===== src/rtl/lloa_pkg.sv =====
// Constants, types and status codes of the least-loaded owner assigner.
`default_nettype none
package lloa_pkg;

	localparam int MAX_LAYERS = 4;
	localparam int MAX_OWNERS = 16;
	localparam int LOAD_BITS  = 40;
	localparam int LANES      = 4;
	localparam int SLOTS      = MAX_OWNERS / LANES;

	localparam int OWNER_W  = $clog2(MAX_OWNERS);
	localparam int LANE_W   = $clog2(LANES);
	localparam int SLOT_W   = $clog2(SLOTS);
	localparam int CFG_W    = 5;
	localparam int COUNT_W  = 20;
	localparam int LEVEL_W  = 3;
	localparam int LVL_W    = 2;
	localparam int TOTAL_W  = COUNT_W + $clog2(MAX_LAYERS);
	localparam int SUM_W    = LOAD_BITS + 1;
	localparam int RANK_W   = 5;
	localparam int OFFSET_W = 41;
	localparam int STATUS_W = 2;

	localparam logic [STATUS_W-1:0] STATUS_OK       = 2'd0;
	localparam logic [STATUS_W-1:0] STATUS_OVERFLOW = 2'd1;
	localparam logic [STATUS_W-1:0] STATUS_INVALID  = 2'd2;

	// Best owner found so far by a lane or by the merge tree
	typedef struct packed {
		logic                 found;
		logic [OWNER_W-1:0]   idx;
		logic [LOAD_BITS-1:0] load;
	} lloa_cand_t;

	// Load update broadcast to all lanes
	typedef struct packed {
		logic                 en;
		logic [OWNER_W-1:0]   idx;
		logic [LOAD_BITS-1:0] data;
	} lloa_wr_t;

endpackage
`default_nettype wire


===== src/rtl/lloa_if.sv =====
// Valid/ready channel interfaces for surface words and result words.
`default_nettype none
interface lloa_item_if;
	import lloa_pkg::*;

	logic                 valid;
	logic                 ready;
	logic                 batch_start;
	logic                 is_retired;
	logic [LEVEL_W-1:0]   level_count;
	logic [COUNT_W-1:0]   layer0_count;
	logic [COUNT_W-1:0]   layer1_count;
	logic [COUNT_W-1:0]   layer2_count;
	logic [COUNT_W-1:0]   layer3_count;

	modport source (
		output valid, batch_start, is_retired, level_count,
		output layer0_count, layer1_count, layer2_count, layer3_count,
		input  ready
	);
	modport sink (
		input  valid, batch_start, is_retired, level_count,
		input  layer0_count, layer1_count, layer2_count, layer3_count,
		output ready
	);
endinterface

interface lloa_result_if;
	import lloa_pkg::*;

	logic                        valid;
	logic                        ready;
	logic signed [RANK_W-1:0]    owner_rank;
	logic signed [OFFSET_W-1:0]  layer_offset;
	logic [LVL_W-1:0]            level_index;
	logic                        is_last;
	logic [STATUS_W-1:0]         status;

	modport source (
		output valid, owner_rank, layer_offset, level_index, is_last, status,
		input  ready
	);
	modport sink (
		input  valid, owner_rank, layer_offset, level_index, is_last, status,
		output ready
	);
endinterface
`default_nettype wire


===== src/rtl/least_loaded_owner_assigner.sv =====
// Top level: greedy least-loaded owner assignment of surfaces and layer offsets.
`default_nettype none
// Each accepted surface word goes to the owner with the smallest running load
// (ties to the lowest index) among the first owner_count owners, and yields one
// result word per layer with the owner and the layer's start offset, then the
// surface total is added to that owner's load. A retired surface, bad layer
// data or a load that would overflow yields a single word with owner and offset
// of -1. Four lanes each scan four owner loads, one per cycle, and a two-level
// registered tree merges them; the winner is then checked for overflow before
// the layer words are handed out, while a retired or invalid surface goes
// straight to its single word. One surface is in flight at a time; the
// next is taken once the last result word sits in the output register. Write
// owner_count only while no surface is in flight.
module least_loaded_owner_assigner (
	input  wire logic                       clk,
	input  wire logic                       arst_n,
	input  wire logic                       cfg_we,
	input  wire logic [lloa_pkg::CFG_W-1:0] cfg_wdata,
	lloa_item_if.sink                       item,
	lloa_result_if.source                   result
);
	import lloa_pkg::*;

	localparam int WAIT_END = SLOTS + 1;
	localparam int WAIT_W   = $clog2(WAIT_END + 1);

	localparam logic [2:0] ST_IDLE  = 3'd0;
	localparam logic [2:0] ST_WAIT  = 3'd1;
	localparam logic [2:0] ST_CHECK = 3'd2;
	localparam logic [2:0] ST_EMIT  = 3'd3;
	localparam logic [2:0] ST_NONE  = 3'd4;

	logic [2:0]           state_q;
	logic [WAIT_W-1:0]    wait_q;
	logic [CFG_W-1:0]     owner_count_q;
	logic [CFG_W-1:0]     owners_eff;

	logic [COUNT_W-1:0]   layer_in [MAX_LAYERS];
	logic                 levels_ok;
	logic                 counts_ok;
	logic [TOTAL_W-1:0]   total_in;
	logic                 accept;
	logic                 clear;
	logic                 scan_start;

	logic [LEVEL_W-1:0]   levels_q;
	logic [COUNT_W-1:0]   cnt_q [MAX_LAYERS];
	logic [TOTAL_W-1:0]   total_q;
	logic [STATUS_W-1:0]  none_status_q;
	logic [OWNER_W-1:0]   owner_q;
	logic [LOAD_BITS-1:0] offset_q;
	logic [LOAD_BITS-1:0] new_load_q;
	logic [LVL_W-1:0]     lvl_q;
	logic                 wr_en_q;

	lloa_cand_t           lane_best [LANES];
	lloa_cand_t           best;
	lloa_wr_t             wr;
	logic [SUM_W-1:0]     sum_check;
	logic                 overflow;

	logic                 slot_free;
	logic                 load_emit;
	logic                 load_none;
	logic                 emit_last;

	logic                        res_valid_q;
	logic signed [RANK_W-1:0]    res_owner_q;
	logic signed [OFFSET_W-1:0]  res_offset_q;
	logic [LVL_W-1:0]            res_level_q;
	logic                        res_last_q;
	logic [STATUS_W-1:0]         res_status_q;

	// Owner count register
	always_ff @(posedge clk or negedge arst_n) begin
		if (!arst_n) begin
			owner_count_q <= CFG_W'(1);
		end else if (cfg_we) begin
			owner_count_q <= cfg_wdata;
		end
	end

	// Zero acts as one owner, anything above the table as the full table
	always_comb begin
		if (owner_count_q == '0) owners_eff = CFG_W'(1);
		else if (owner_count_q > CFG_W'(MAX_OWNERS)) owners_eff = CFG_W'(MAX_OWNERS);
		else owners_eff = owner_count_q;
	end

	// Check the incoming layer data and sum the used layers
	assign layer_in[0] = item.layer0_count;
	assign layer_in[1] = item.layer1_count;
	assign layer_in[2] = item.layer2_count;
	assign layer_in[3] = item.layer3_count;

	always_comb begin
		levels_ok = (item.level_count != '0) &&
			(item.level_count <= LEVEL_W'(MAX_LAYERS));
		counts_ok = 1'b1;
		total_in  = '0;
		for (int i = 0; i < MAX_LAYERS; i++) begin
			if (LEVEL_W'(i) < item.level_count) begin
				if (layer_in[i] == '0) counts_ok = 1'b0;
				total_in = total_in + TOTAL_W'(layer_in[i]);
			end
		end
	end

	assign item.ready = (state_q == ST_IDLE);
	assign accept     = item.valid && item.ready;
	assign clear      = accept && item.batch_start;
	assign scan_start = accept && !item.is_retired && levels_ok && counts_ok;

	// Scan lanes and merge tree
	for (genvar g = 0; g < LANES; g++) begin : g_lane
		lloa_lane u_lane (
			.clk        (clk),
			.arst_n     (arst_n),
			.lane_id    (LANE_W'(g)),
			.clear      (clear),
			.scan_start (scan_start),
			.owners     (owners_eff),
			.wr         (wr),
			.best       (lane_best[g])
		);
	end

	lloa_merge u_merge (
		.clk       (clk),
		.lane_best (lane_best),
		.best      (best)
	);

	assign wr = '{en: wr_en_q, idx: owner_q, data: new_load_q};

	assign sum_check = {1'b0, best.load} + SUM_W'(total_q);
	assign overflow  = sum_check[SUM_W-1];

	assign slot_free = !res_valid_q || result.ready;
	assign load_emit = (state_q == ST_EMIT) && slot_free;
	assign load_none = (state_q == ST_NONE) && slot_free;
	assign emit_last = (LEVEL_W'(lvl_q) + LEVEL_W'(1)) == levels_q;

	// Sequencer: scan, check, then hand out one word per layer or a single reject word
	always_ff @(posedge clk or negedge arst_n) begin
		if (!arst_n) begin
			state_q <= ST_IDLE;
			wait_q  <= '0;
			wr_en_q <= 1'b0;
		end else begin
			wr_en_q <= 1'b0;
			unique case (state_q)
				ST_IDLE: begin
					if (accept) begin
						wait_q  <= '0;
						state_q <= scan_start ? ST_WAIT : ST_NONE;
					end
				end
				ST_WAIT: begin
					wait_q <= wait_q + WAIT_W'(1);
					if (wait_q == WAIT_W'(WAIT_END)) state_q <= ST_CHECK;
				end
				ST_CHECK: begin
					state_q <= overflow ? ST_NONE : ST_EMIT;
				end
				ST_EMIT: begin
					if (slot_free && emit_last) begin
						wr_en_q <= 1'b1;
						state_q <= ST_IDLE;
					end
				end
				ST_NONE: begin
					if (slot_free) state_q <= ST_IDLE;
				end
				default: state_q <= ST_IDLE;
			endcase
		end
	end

	// Item data, winner and running offset
	always_ff @(posedge clk) begin
		if (accept) begin
			levels_q      <= item.level_count;
			cnt_q         <= layer_in;
			total_q       <= total_in;
			none_status_q <= item.is_retired ? STATUS_OK : STATUS_INVALID;
		end
		if (state_q == ST_CHECK) begin
			owner_q    <= best.idx;
			offset_q   <= best.load;
			new_load_q <= sum_check[LOAD_BITS-1:0];
			lvl_q      <= '0;
			if (overflow) none_status_q <= STATUS_OVERFLOW;
		end
		if (load_emit) begin
			offset_q <= offset_q + LOAD_BITS'(cnt_q[lvl_q]);
			lvl_q    <= lvl_q + LVL_W'(1);
		end
	end

	// Output register
	always_ff @(posedge clk or negedge arst_n) begin
		if (!arst_n) begin
			res_valid_q <= 1'b0;
		end else if (load_emit || load_none) begin
			res_valid_q <= 1'b1;
		end else if (result.ready) begin
			res_valid_q <= 1'b0;
		end
	end

	always_ff @(posedge clk) begin
		if (load_emit) begin
			res_owner_q  <= RANK_W'(owner_q);
			res_offset_q <= OFFSET_W'(offset_q);
			res_level_q  <= lvl_q;
			res_last_q   <= emit_last;
			res_status_q <= STATUS_OK;
		end else if (load_none) begin
			res_owner_q  <= '1;
			res_offset_q <= '1;
			res_level_q  <= '0;
			res_last_q   <= 1'b1;
			res_status_q <= none_status_q;
		end
	end

	assign result.valid        = res_valid_q;
	assign result.owner_rank   = res_owner_q;
	assign result.layer_offset = res_offset_q;
	assign result.level_index  = res_level_q;
	assign result.is_last      = res_last_q;
	assign result.status       = res_status_q;

endmodule
`default_nettype wire


===== src/rtl/lloa_lane.sv =====
// One scan lane: holds the loads of every LANES-th owner and finds its minimum.
`default_nettype none
module lloa_lane (
	input  wire logic                    clk,
	input  wire logic                    arst_n,
	input  wire logic [lloa_pkg::LANE_W-1:0] lane_id,
	input  wire logic                    clear,
	input  wire logic                    scan_start,
	input  wire logic [lloa_pkg::CFG_W-1:0]  owners,
	input  wire lloa_pkg::lloa_wr_t      wr,
	output lloa_pkg::lloa_cand_t         best
);
	import lloa_pkg::*;

	logic [LOAD_BITS-1:0] load_q [SLOTS];
	logic [SLOT_W-1:0]    slot_q;
	logic                 active_q;
	logic                 found_q;
	logic [OWNER_W-1:0]   best_idx_q;
	logic [LOAD_BITS-1:0] best_load_q;

	logic [OWNER_W-1:0]   cur_idx;
	logic                 in_range;
	logic                 take;

	// Owner held in the slot under scan
	assign cur_idx  = {slot_q, lane_id};
	assign in_range = CFG_W'(cur_idx) < owners;
	assign take     = active_q && in_range &&
		(!found_q || (load_q[slot_q] < best_load_q));

	// Owner loads: batch clear wins over a pending update
	always_ff @(posedge clk or negedge arst_n) begin
		if (!arst_n) begin
			for (int i = 0; i < SLOTS; i++) load_q[i] <= '0;
		end else if (clear) begin
			for (int i = 0; i < SLOTS; i++) load_q[i] <= '0;
		end else if (wr.en && (wr.idx[LANE_W-1:0] == lane_id)) begin
			load_q[wr.idx[OWNER_W-1:LANE_W]] <= wr.data;
		end
	end

	// Walk the slots in ascending owner order; strict less keeps the lowest index
	always_ff @(posedge clk or negedge arst_n) begin
		if (!arst_n) begin
			active_q <= 1'b0;
			slot_q   <= '0;
			found_q  <= 1'b0;
		end else if (scan_start) begin
			active_q <= 1'b1;
			slot_q   <= '0;
			found_q  <= 1'b0;
		end else if (active_q) begin
			slot_q <= slot_q + SLOT_W'(1);
			if (slot_q == SLOT_W'(SLOTS - 1)) active_q <= 1'b0;
			if (take) found_q <= 1'b1;
		end
	end

	always_ff @(posedge clk) begin
		if (take) begin
			best_idx_q  <= cur_idx;
			best_load_q <= load_q[slot_q];
		end
	end

	assign best = '{found: found_q, idx: best_idx_q, load: best_load_q};

endmodule
`default_nettype wire


===== src/rtl/lloa_merge.sv =====
// Two-level registered tree that picks the least-loaded owner across lanes.
`default_nettype none
module lloa_merge (
	input  wire logic            clk,
	input  lloa_pkg::lloa_cand_t lane_best [lloa_pkg::LANES],
	output lloa_pkg::lloa_cand_t best
);
	import lloa_pkg::*;

	lloa_cand_t pair_s1 [LANES/2];
	lloa_cand_t best_s2;

	// Smaller load wins; equal loads go to the lower owner index
	function automatic lloa_cand_t pick(input lloa_cand_t a, input lloa_cand_t b);
		logic b_wins;
		b_wins = b.found && (!a.found || (b.load < a.load) ||
			((b.load == a.load) && (b.idx < a.idx)));
		return b_wins ? b : a;
	endfunction

	always_ff @(posedge clk) begin
		for (int k = 0; k < LANES/2; k++) begin
			pair_s1[k] <= pick(lane_best[2*k], lane_best[2*k+1]);
		end
		best_s2 <= pick(pair_s1[0], pair_s1[1]);
	end

	assign best = best_s2;

endmodule
`default_nettype wire


===== src/flat_wrapper.sv =====
// flat-port wrapper written by rule: the top's interface ports become plain ports
module least_loaded_owner_assigner_flat import lloa_pkg::*;
  (clk, arst_n, cfg_we, cfg_wdata, item_valid, item_batch_start, item_is_retired, item_level_count, item_layer0_count, item_layer1_count, item_layer2_count, item_layer3_count, item_ready, result_valid, result_owner_rank, result_layer_offset, result_level_index, result_is_last, result_status, result_ready);
  lloa_item_if item_i ();
  lloa_result_if result_i ();
  input  wire logic clk;
  input  wire logic arst_n;
  input  wire logic cfg_we;
  input  wire logic [lloa_pkg::CFG_W-1:0] cfg_wdata;
  input wire logic [$bits(item_i.valid)-1:0] item_valid;
  input wire logic [$bits(item_i.batch_start)-1:0] item_batch_start;
  input wire logic [$bits(item_i.is_retired)-1:0] item_is_retired;
  input wire logic [$bits(item_i.level_count)-1:0] item_level_count;
  input wire logic [$bits(item_i.layer0_count)-1:0] item_layer0_count;
  input wire logic [$bits(item_i.layer1_count)-1:0] item_layer1_count;
  input wire logic [$bits(item_i.layer2_count)-1:0] item_layer2_count;
  input wire logic [$bits(item_i.layer3_count)-1:0] item_layer3_count;
  output wire logic [$bits(item_i.ready)-1:0] item_ready;
  output wire logic [$bits(result_i.valid)-1:0] result_valid;
  output wire logic [$bits(result_i.owner_rank)-1:0] result_owner_rank;
  output wire logic [$bits(result_i.layer_offset)-1:0] result_layer_offset;
  output wire logic [$bits(result_i.level_index)-1:0] result_level_index;
  output wire logic [$bits(result_i.is_last)-1:0] result_is_last;
  output wire logic [$bits(result_i.status)-1:0] result_status;
  input wire logic [$bits(result_i.ready)-1:0] result_ready;
  assign item_i.valid = item_valid;
  assign item_i.batch_start = item_batch_start;
  assign item_i.is_retired = item_is_retired;
  assign item_i.level_count = item_level_count;
  assign item_i.layer0_count = item_layer0_count;
  assign item_i.layer1_count = item_layer1_count;
  assign item_i.layer2_count = item_layer2_count;
  assign item_i.layer3_count = item_layer3_count;
  assign item_ready = item_i.ready;
  assign result_valid = result_i.valid;
  assign result_owner_rank = result_i.owner_rank;
  assign result_layer_offset = result_i.layer_offset;
  assign result_level_index = result_i.level_index;
  assign result_is_last = result_i.is_last;
  assign result_status = result_i.status;
  assign result_i.ready = result_ready;
  least_loaded_owner_assigner u_core (.clk(clk), .arst_n(arst_n), .cfg_we(cfg_we), .cfg_wdata(cfg_wdata), .item(item_i), .result(result_i));
endmodule

===== config.mk =====
export PLATFORM = sky130hd
export DESIGN_NAME = least_loaded_owner_assigner_flat
export DESIGN_NICKNAME = d
export VERILOG_FILES = /design/src/rtl/lloa_pkg.sv /design/src/rtl/lloa_if.sv /design/src/rtl/least_loaded_owner_assigner.sv /design/src/rtl/lloa_lane.sv /design/src/rtl/lloa_merge.sv /design/src/flat_wrapper.sv
export SDC_FILE = /design/constraint.sdc
export NUM_CORES = 2
export LEC_CHECK = 0
export BUFFER_PORTS_ARGS = -buffer_cell sky130_fd_sc_hd__buf_2
export CAP_MARGIN = 5
export CORE_MARGIN = 1.5
export CORE_UTILIZATION = 45
export CTS_CLUSTER_SIZE = 10
export DETAILED_ROUTE_END_ITERATION = 8
export PLACE_DENSITY_LB_ADDON = 0.1
export SKIP_CTS_REPAIR_TIMING = 1
export SLEW_MARGIN = 10
export SYNTH_ARGS = -nofsm -noshare
export SYNTH_HDL_FRONTEND = slang
export SYNTH_SLANG_ARGS = --single-unit

===== constraint.sdc =====
create_clock -name clk -period 7.42 [get_ports clk]
set_input_delay 0.371 -clock clk [delete_from_list [all_inputs] [get_ports clk]]
set_output_delay 0.371 -clock clk [all_outputs]
set_load 0.01 [all_outputs]

# ---- Word-level counts from Yosys, hierarchy flattened
# Memories as Yosys holds them, arrays and structs flattened.
# Cells that the tools add are included.
# W data, S select, Z words.
dict set report word_totals {
  inputBits 95
  memories 1
  elab_cells 310
  out_inout_bits 53
  mem_bits_rw 90
  register_bits 1124
}
dict set report classes {
  mux 107
  reduce_logical 77
  n_eq_ne 20
  n_bitwise 6
  magnitude_cmp 27
  add_sub_neg 12
}
# name depth width rd rd_clocked_by_memory_dff write_ports line
set mem_list {}
lappend mem_list {u_core.u_merge.pair_s1 2 45 2 0 2 lloa_merge.sv:10} ;# lloa_cand_t pair_s1 [LANES/2];
# operator count
set ops {}
lappend ops {{$mux W160} 8}
lappend ops {{$bwmux W160} 4}
lappend ops {{$mux W40} 13}
lappend ops {{$bmux W40 S2} 4}
lappend ops {{$lt A40 B40 Y1} 7}
lappend ops {{$eq A40 B40 Y1} 3}
lappend ops {{$mux W45} 2}
lappend ops {{$demux W40 S2} 1}
lappend ops {{$logic_not A20 Y1} 4}
lappend ops {{$mux W22} 3}
lappend ops {{$mux W20} 3}
lappend ops {{$add A22 B20 Y22} 2}
lappend ops {{$mux W44} 1}
lappend ops {{$add A40 B22 Y41} 1}
lappend ops {{$add A40 B20 Y40} 1}
lappend ops {{$bmux W20 S2} 1}
lappend ops {{$mux W1} 38}
lappend ops {{$mux W2} 16}
lappend ops {{$reduce_bool A2 Y1} 16}
lappend ops {{$logic_and A1 B1 Y1} 28}
lappend ops {{$add A20 B20 Y21} 1}
lappend ops {{$mux W3} 7}
lappend ops {{$lt A4 B5 Y1} 4}
lappend ops {{$ge A3 B3 Y1 const B} 6}
lappend ops {{30 further kinds} 75}

# ---- Longest topological paths before layout
dict set report depth {
  ltp_word 13
  mapped_depth 36
  depth_no_buf 33
}

# ---- Cells and area by module
# A second synthesis with hierarchy kept.
dict set report unflattened {
  cells_unflattened 6068
  area_unflattened_um2 62721.4
}
# module cells_per_inst seq_area_each_um2 instances area_each_um2
set modules_own_cells {}
lappend modules_own_cells {{lloa_lane (u_core.g_lane[0].u_lane ...)} 967 5425.2 3 9790.6}
lappend modules_own_cells {least_loaded_owner_assigner 1449 7573.5 1 15825.2}
lappend modules_own_cells {{lloa_lane (u_core.g_lane[3].u_lane)} 964 5425.2 1 9765.6}
lappend modules_own_cells {lloa_merge 754 2702.6 1 7758.7}

# ---- Least setup slack after synthesis
# OpenSTA, ideal clock, no wires.
dict set report synth_timing {
  path_type {input to register}
  from {input item_level_count[0]}
  to {register u_core.total_q[21] (data pin)}
  n_path_buf 3
  slack_ns 0.456
  t_arrival_ns 6.816
  path_stages 33
  t_required_ns 7.272
  setup_ns 0.148
  path_cell_list {buf_2 > or3_1 > buf_2 > clkbuf_1 > and2_1 > ha_1 > a21oi_1 > o21ai_0 > maj3_1 > a21oi_1 > nor3_1 > xor2_1 > nor2_1 > nor3b_1 > nor2_1 > ha_1 > or2_2 > a41oi_1 > o31ai_1 > a21oi_1 > nor2b_1 > o22ai_1 > xnor2_1 > mux2_2 > ha_1 > nand3_1 > o311ai_0 > nand4_1 > nand3_1 > o2111a_1 > inv_1 > mux2_2 > o2bb2ai_1}
}
dict set report synth_via {
  elab_chain_cells 8
  word_cells_on_any_way 11
  cone_classes {add/sub (3); order compare (4); mux (4)}
}
# item line
set synth_rtl {}
lappend synth_rtl {{from (decl)} flat_wrapper.sv:13} ;# input wire logic [$bits(item_i.level_count)-1:0] item_level_count;
lappend synth_rtl {{$lt A1 B3 Y1} least_loaded_owner_assigner.sv:102} ;# if (LEVEL_W'(i) < item.level_count) begin
lappend synth_rtl {{$mux W20} least_loaded_owner_assigner.sv:102}
lappend synth_rtl {{$add A20 B20 Y21} least_loaded_owner_assigner.sv:104} ;# total_in = total_in + TOTAL_W'(layer_in[i]);
lappend synth_rtl {{$mux W22} least_loaded_owner_assigner.sv:102}
lappend synth_rtl {{$add A22 B20 Y22} least_loaded_owner_assigner.sv:104}
lappend synth_rtl {{$mux W22} least_loaded_owner_assigner.sv:102}
lappend synth_rtl {{$add A22 B20 Y22} least_loaded_owner_assigner.sv:104}
lappend synth_rtl {{$mux W22 *} least_loaded_owner_assigner.sv:102}
lappend synth_rtl {{named net u_core.total_in[21]} least_loaded_owner_assigner.sv:41} ;# logic [TOTAL_W-1:0] total_in;
lappend synth_rtl {{to (signal assigned)} least_loaded_owner_assigner.sv:185} ;# total_q <= total_in;
lappend synth_rtl {{to (decl)} least_loaded_owner_assigner.sv:48} ;# logic [TOTAL_W-1:0] total_q;
# The timed path passes the listed nets; every way through them passes the cells marked *.
# A chain may end at the register's enable or synchronous reset.

# ---- Worst setup path after layout
dict set report layout_timing {
  from {input item_layer0_count[1]}
  to {register u_core.total_q[21] (data pin)}
}
dict set report layout_via {
  elab_chain_cells 7
}
# item line
set layout_rtl {}
lappend layout_rtl {{from (decl)} flat_wrapper.sv:14} ;# input wire logic [$bits(item_i.layer0_count)-1:0] item_layer0_count;
lappend layout_rtl {{$mux W20 *} least_loaded_owner_assigner.sv:102}
lappend layout_rtl {{$add A20 B20 Y21} least_loaded_owner_assigner.sv:104}
lappend layout_rtl {{$mux W22 *} least_loaded_owner_assigner.sv:102}
lappend layout_rtl {{$add A22 B20 Y22} least_loaded_owner_assigner.sv:104}
lappend layout_rtl {{$mux W22 *} least_loaded_owner_assigner.sv:102}
lappend layout_rtl {{$add A22 B20 Y22} least_loaded_owner_assigner.sv:104}
lappend layout_rtl {{$mux W22 *} least_loaded_owner_assigner.sv:102}
lappend layout_rtl {{named net u_core.total_in[21]} least_loaded_owner_assigner.sv:41}
# Marks and branches as above.

==> qor.csv <==
metric;value;unit
Nets;6568;
area delta synth->final;12.9;%
DRT antenna net count;0;
Multi-input gate area;27700;um2
Flop pwr share;40.4;%
Power Density;342;nW/um2
Post-DP HPWL;135;mm
Post-Syn Nets;6478;
RSZ-0062 raised after global routing;no;
status;finished, final reports clean;
dpl cells;7614;
deepest clock path buffer count;3;
Comb power frac;31.2;%
largest net degree at the start of global routing;194;
most frequent cells in the layout;1451 x nand2_1, 817 x a21oi_1, 660 x dfrtp_1, 406 x edfxtp_1, 393 x ha_1;
vias in the first global route;44769;
fmax;149;MHz
core area;136000;um2
Die Span Y;373;um
number of vias per cell;5.80;
Most common cell on crit path;a21oi_1;
Mapped Area;61600;um2
Routed WL;202;mm
worst min-delay path class;in -> reg;
clock transition time at the flip-flop clock pins of the worst setup and hold paths;0.06;ns
Slew Limit Fails;0;
Hold Violations, Final;0;
clock period minus final worst setup slack;6.72;ns
I/O pin count;148;
Yosys cell types;81;
number of DRC violations after detailed-routing iteration 0;4343;
critical path data arrival time;7.33;ns
Die X;373;um
# port buffers;147;
WP data required;8.03;ns
CTS Buf Count;145;
clock sink total;1212;
H-Tree Depth;4;
relative slew slack;9.20;%
hold_ws;0.0609;ns
TritonCTS clock tree;done;
WL per Instance;25.3;um
RePlAce Congestion;0.901;
slowest CP cell;o311ai_0;
final non-filler cell total;7972;
final clock period utilization by the worst path;90.5;%
share of cells above drive strength 1;12.6;%
Syn Inst Count;5985;
Overflow after GRT;0;
initial antenna violation count;4;
worst setup margin;0.704;ns
CP Capture Type;flop;
CP startpoint kind;primary input;
sw frac;35.7;%
register area;31700;um2
Vias;46233;
most common cell after layout, fill and taps aside;nand2_1;
clock network power share;28.4;%
worst vdd rail ir drop;0.000288;V
# DRC;0;
Slowest Stage Delay on Critical Path;0.57;ns
worst slew pin tran;1.36;ns
total of max-cap violations;0;
clock root buffer;clkbuf_16;
Pleak;29.5;nW
EDFF count, synth;406;
Initial Utilization;45.4;%
die area;139000;um2
drt pass-1 iters;5;
Yosys reg bits;1212;
first-pass GRT wire length;299;mm
total track usage;28.7;%
skew final;0.0306;ns
Synth Flop Type;dfrtp_1;
Final Setup Violations;0;
Async SR Flop Fraction;55.2;%
Worst-Skew Late Latency;0.78;ns
num rows;135;
pre-CTS setup slack;0.192;ns
Syn. warnings;0;
Setup CP Type;in -> reg;
total negative slack;0;ns
Power Internal;0.0153;W
maximum fanout along the worst path;5;
Fill cells;12200;
Switch Pwr;0.00849;W
syn_area_per_cell;10.3;um2
Seq/Total Area, Yosys;51.5;%
-- worst max-delay path: cells and delay by family --
family / cells / cell delay (ns)
AO/OA/AOI/OAI: 11 / 2.47
AND/OR/NAND/NOR: 9 / 1.48
adder cells (fa/ha/maj): 4 / 1.41
buffers and inverters: 3 / 0.75
multiplexers: 2 / 0.55
XOR/XNOR: 2 / 0.27
-- cell type report --
type,instances,area share (%)
Antenna cell,1,0.00360
Clock buffer,246,6.11
Clock inverter,16,0.247
Inverter,275,1.49
Multi-Input combinational cell,4114,39.8
Sequential cell,1212,45.6
Tap cell,1781,3.21
Timing Repair Buffer,327,3.47
-- Yosys cell counts (12+ instances only) --
master       n  share of area (%)
dfxtp_1    137                4.5
a211oi_1    16               0.20
ha_1       393                8.0
o21a_1      23               0.28
nand2_1   1465                8.9
inv_1      274                1.7
a31oi_1     15               0.15
o21ai_0    145                1.2
clkbuf_1   334                2.0
nor2_1     130               0.79
o21bai_1    12               0.15
nand4_1     63               0.64
or2_2       49               0.50
xnor2_1     82                1.2
dfrtp_1    668                 27
xor2_1      41               0.58
a21o_1     124                1.5
edfxtp_1   406                 20
and3_1      25               0.25
buf_1       39               0.24
and2_1      18               0.18
nor4_1      30               0.30
nand3_1     50               0.41
mux4_2     180                6.6
nand2b_1    43               0.44
a21oi_1    820                6.7
mux2i_1     92                1.5
nor3_1      38               0.31
nor2b_1     43               0.44
mux2_2      69                1.3
o211ai_1    18               0.22
-- sequential cells by signal, indices dropped and copies added (netlist names), 8 cells and up --
name / flops
u_core.g_lane.u_lane.best_load_q: 160
u_core.total_q: 22
u_core.g_lane.u_lane.load_q: 640
u_core.offset_q: 40
u_core.g_lane.u_lane.slot_q: 8
u_core.result.layer_offset: 40
u_core.u_merge.pair_s1: 88
u_core.u_merge.best: 44
u_core.new_load_q: 40
u_core.g_lane.u_lane.best_idx_q: 8
u_core.cnt_q: 80
-- power groups by stage --
stage / Clock (W) / Sequential [W] / Combinational [W]
global placement: 0 / 0.00970 / 0.00726
floorplan: 0 / 0.00892 / 0.00536
finish: 0.00676 / 0.00961 / 0.00742
global route: 0.00714 / 0.00971 / 0.00813
CTS: 0.00688 / 0.00958 / 0.00735
detailed placement: 0 / 0.00970 / 0.00728
-- layer usage --
| layer | GRT usage (%) | routed length [um] | part of all wire (%) |
|---|---|---|---|
| met1 | 40.5 | 88300 | 44 |
| met2 | 45.0 | 92800 | 46 |
| met5 | 0 | 0 | 0 |
| met4 | 9.96 | 7130 | 3.5 |
| met3 | 4.70 | 13600 | 6.7 |
-- cells by family (layout without fill, tap and decap cells) --
kind of cell | count (synthesis) | count (layout) | synth area share (%)
adder cells (fa/ha/maj) | 400 | 400 | 8.18
XOR/XNOR | 123 | 123 | 1.75
AND/OR/NAND/NOR | 1992 | 1992 | 13.7
multiplexers | 341 | 341 | 9.34
flip-flops | 1212 | 1212 | 51.5
other | 0 | 1 | 0
buffers and inverters | 659 | 864 | 4.06
AO/OA/AOI/OAI | 1258 | 1258 | 11.5
-- final timing paths --
kind / slack, ns / cells past startpoint / end / startpoint
min in group asynchronous: 0.17 / 2 / u_core.g_lane[3].u_lane.load_q[148]$_DFFE_PN0P_ / arst_n
hold / removal: 0.06 / 4 / u_core.wait_q[0]$_DFFE_PN0P_ / item_valid
hold reg to reg: 0.40 / 0 / u_core.owner_q[0]$_DFFE_PN_ / u_core.u_merge.best[40]$_DFF_P_
setup / recovery: 0.70 / 31 / u_core.total_q[21]$_DFFE_PP_ / item_layer0_count[1]
max in group asynchronous: 5.34 / 4 / u_core.g_lane[3].u_lane.load_q[123]$_DFFE_PN0P_ / arst_n
setup reg to reg: 2.08 / 10 / u_core.g_lane[2].u_lane.best_load_q[25]$_DFFE_PP_ / u_core.g_lane[2].u_lane.slot_q[0]$_DFFE_PN0P_
-- per-stage QoR --
stage | util [%] | power, W | cell area, um2
detailed placement | 47.3 | 0.0170 | 64100
global placement | 47.3 | 0.0170 | 64100
CTS | 50.5 | 0.0238 | 68500
global route | 51.2 | 0.0250 | 69500
floorplan | - | 0.0143 | 61600
finish | 51.2 | 0.0238 | 69500
Power figures use the tool's default switching activity.
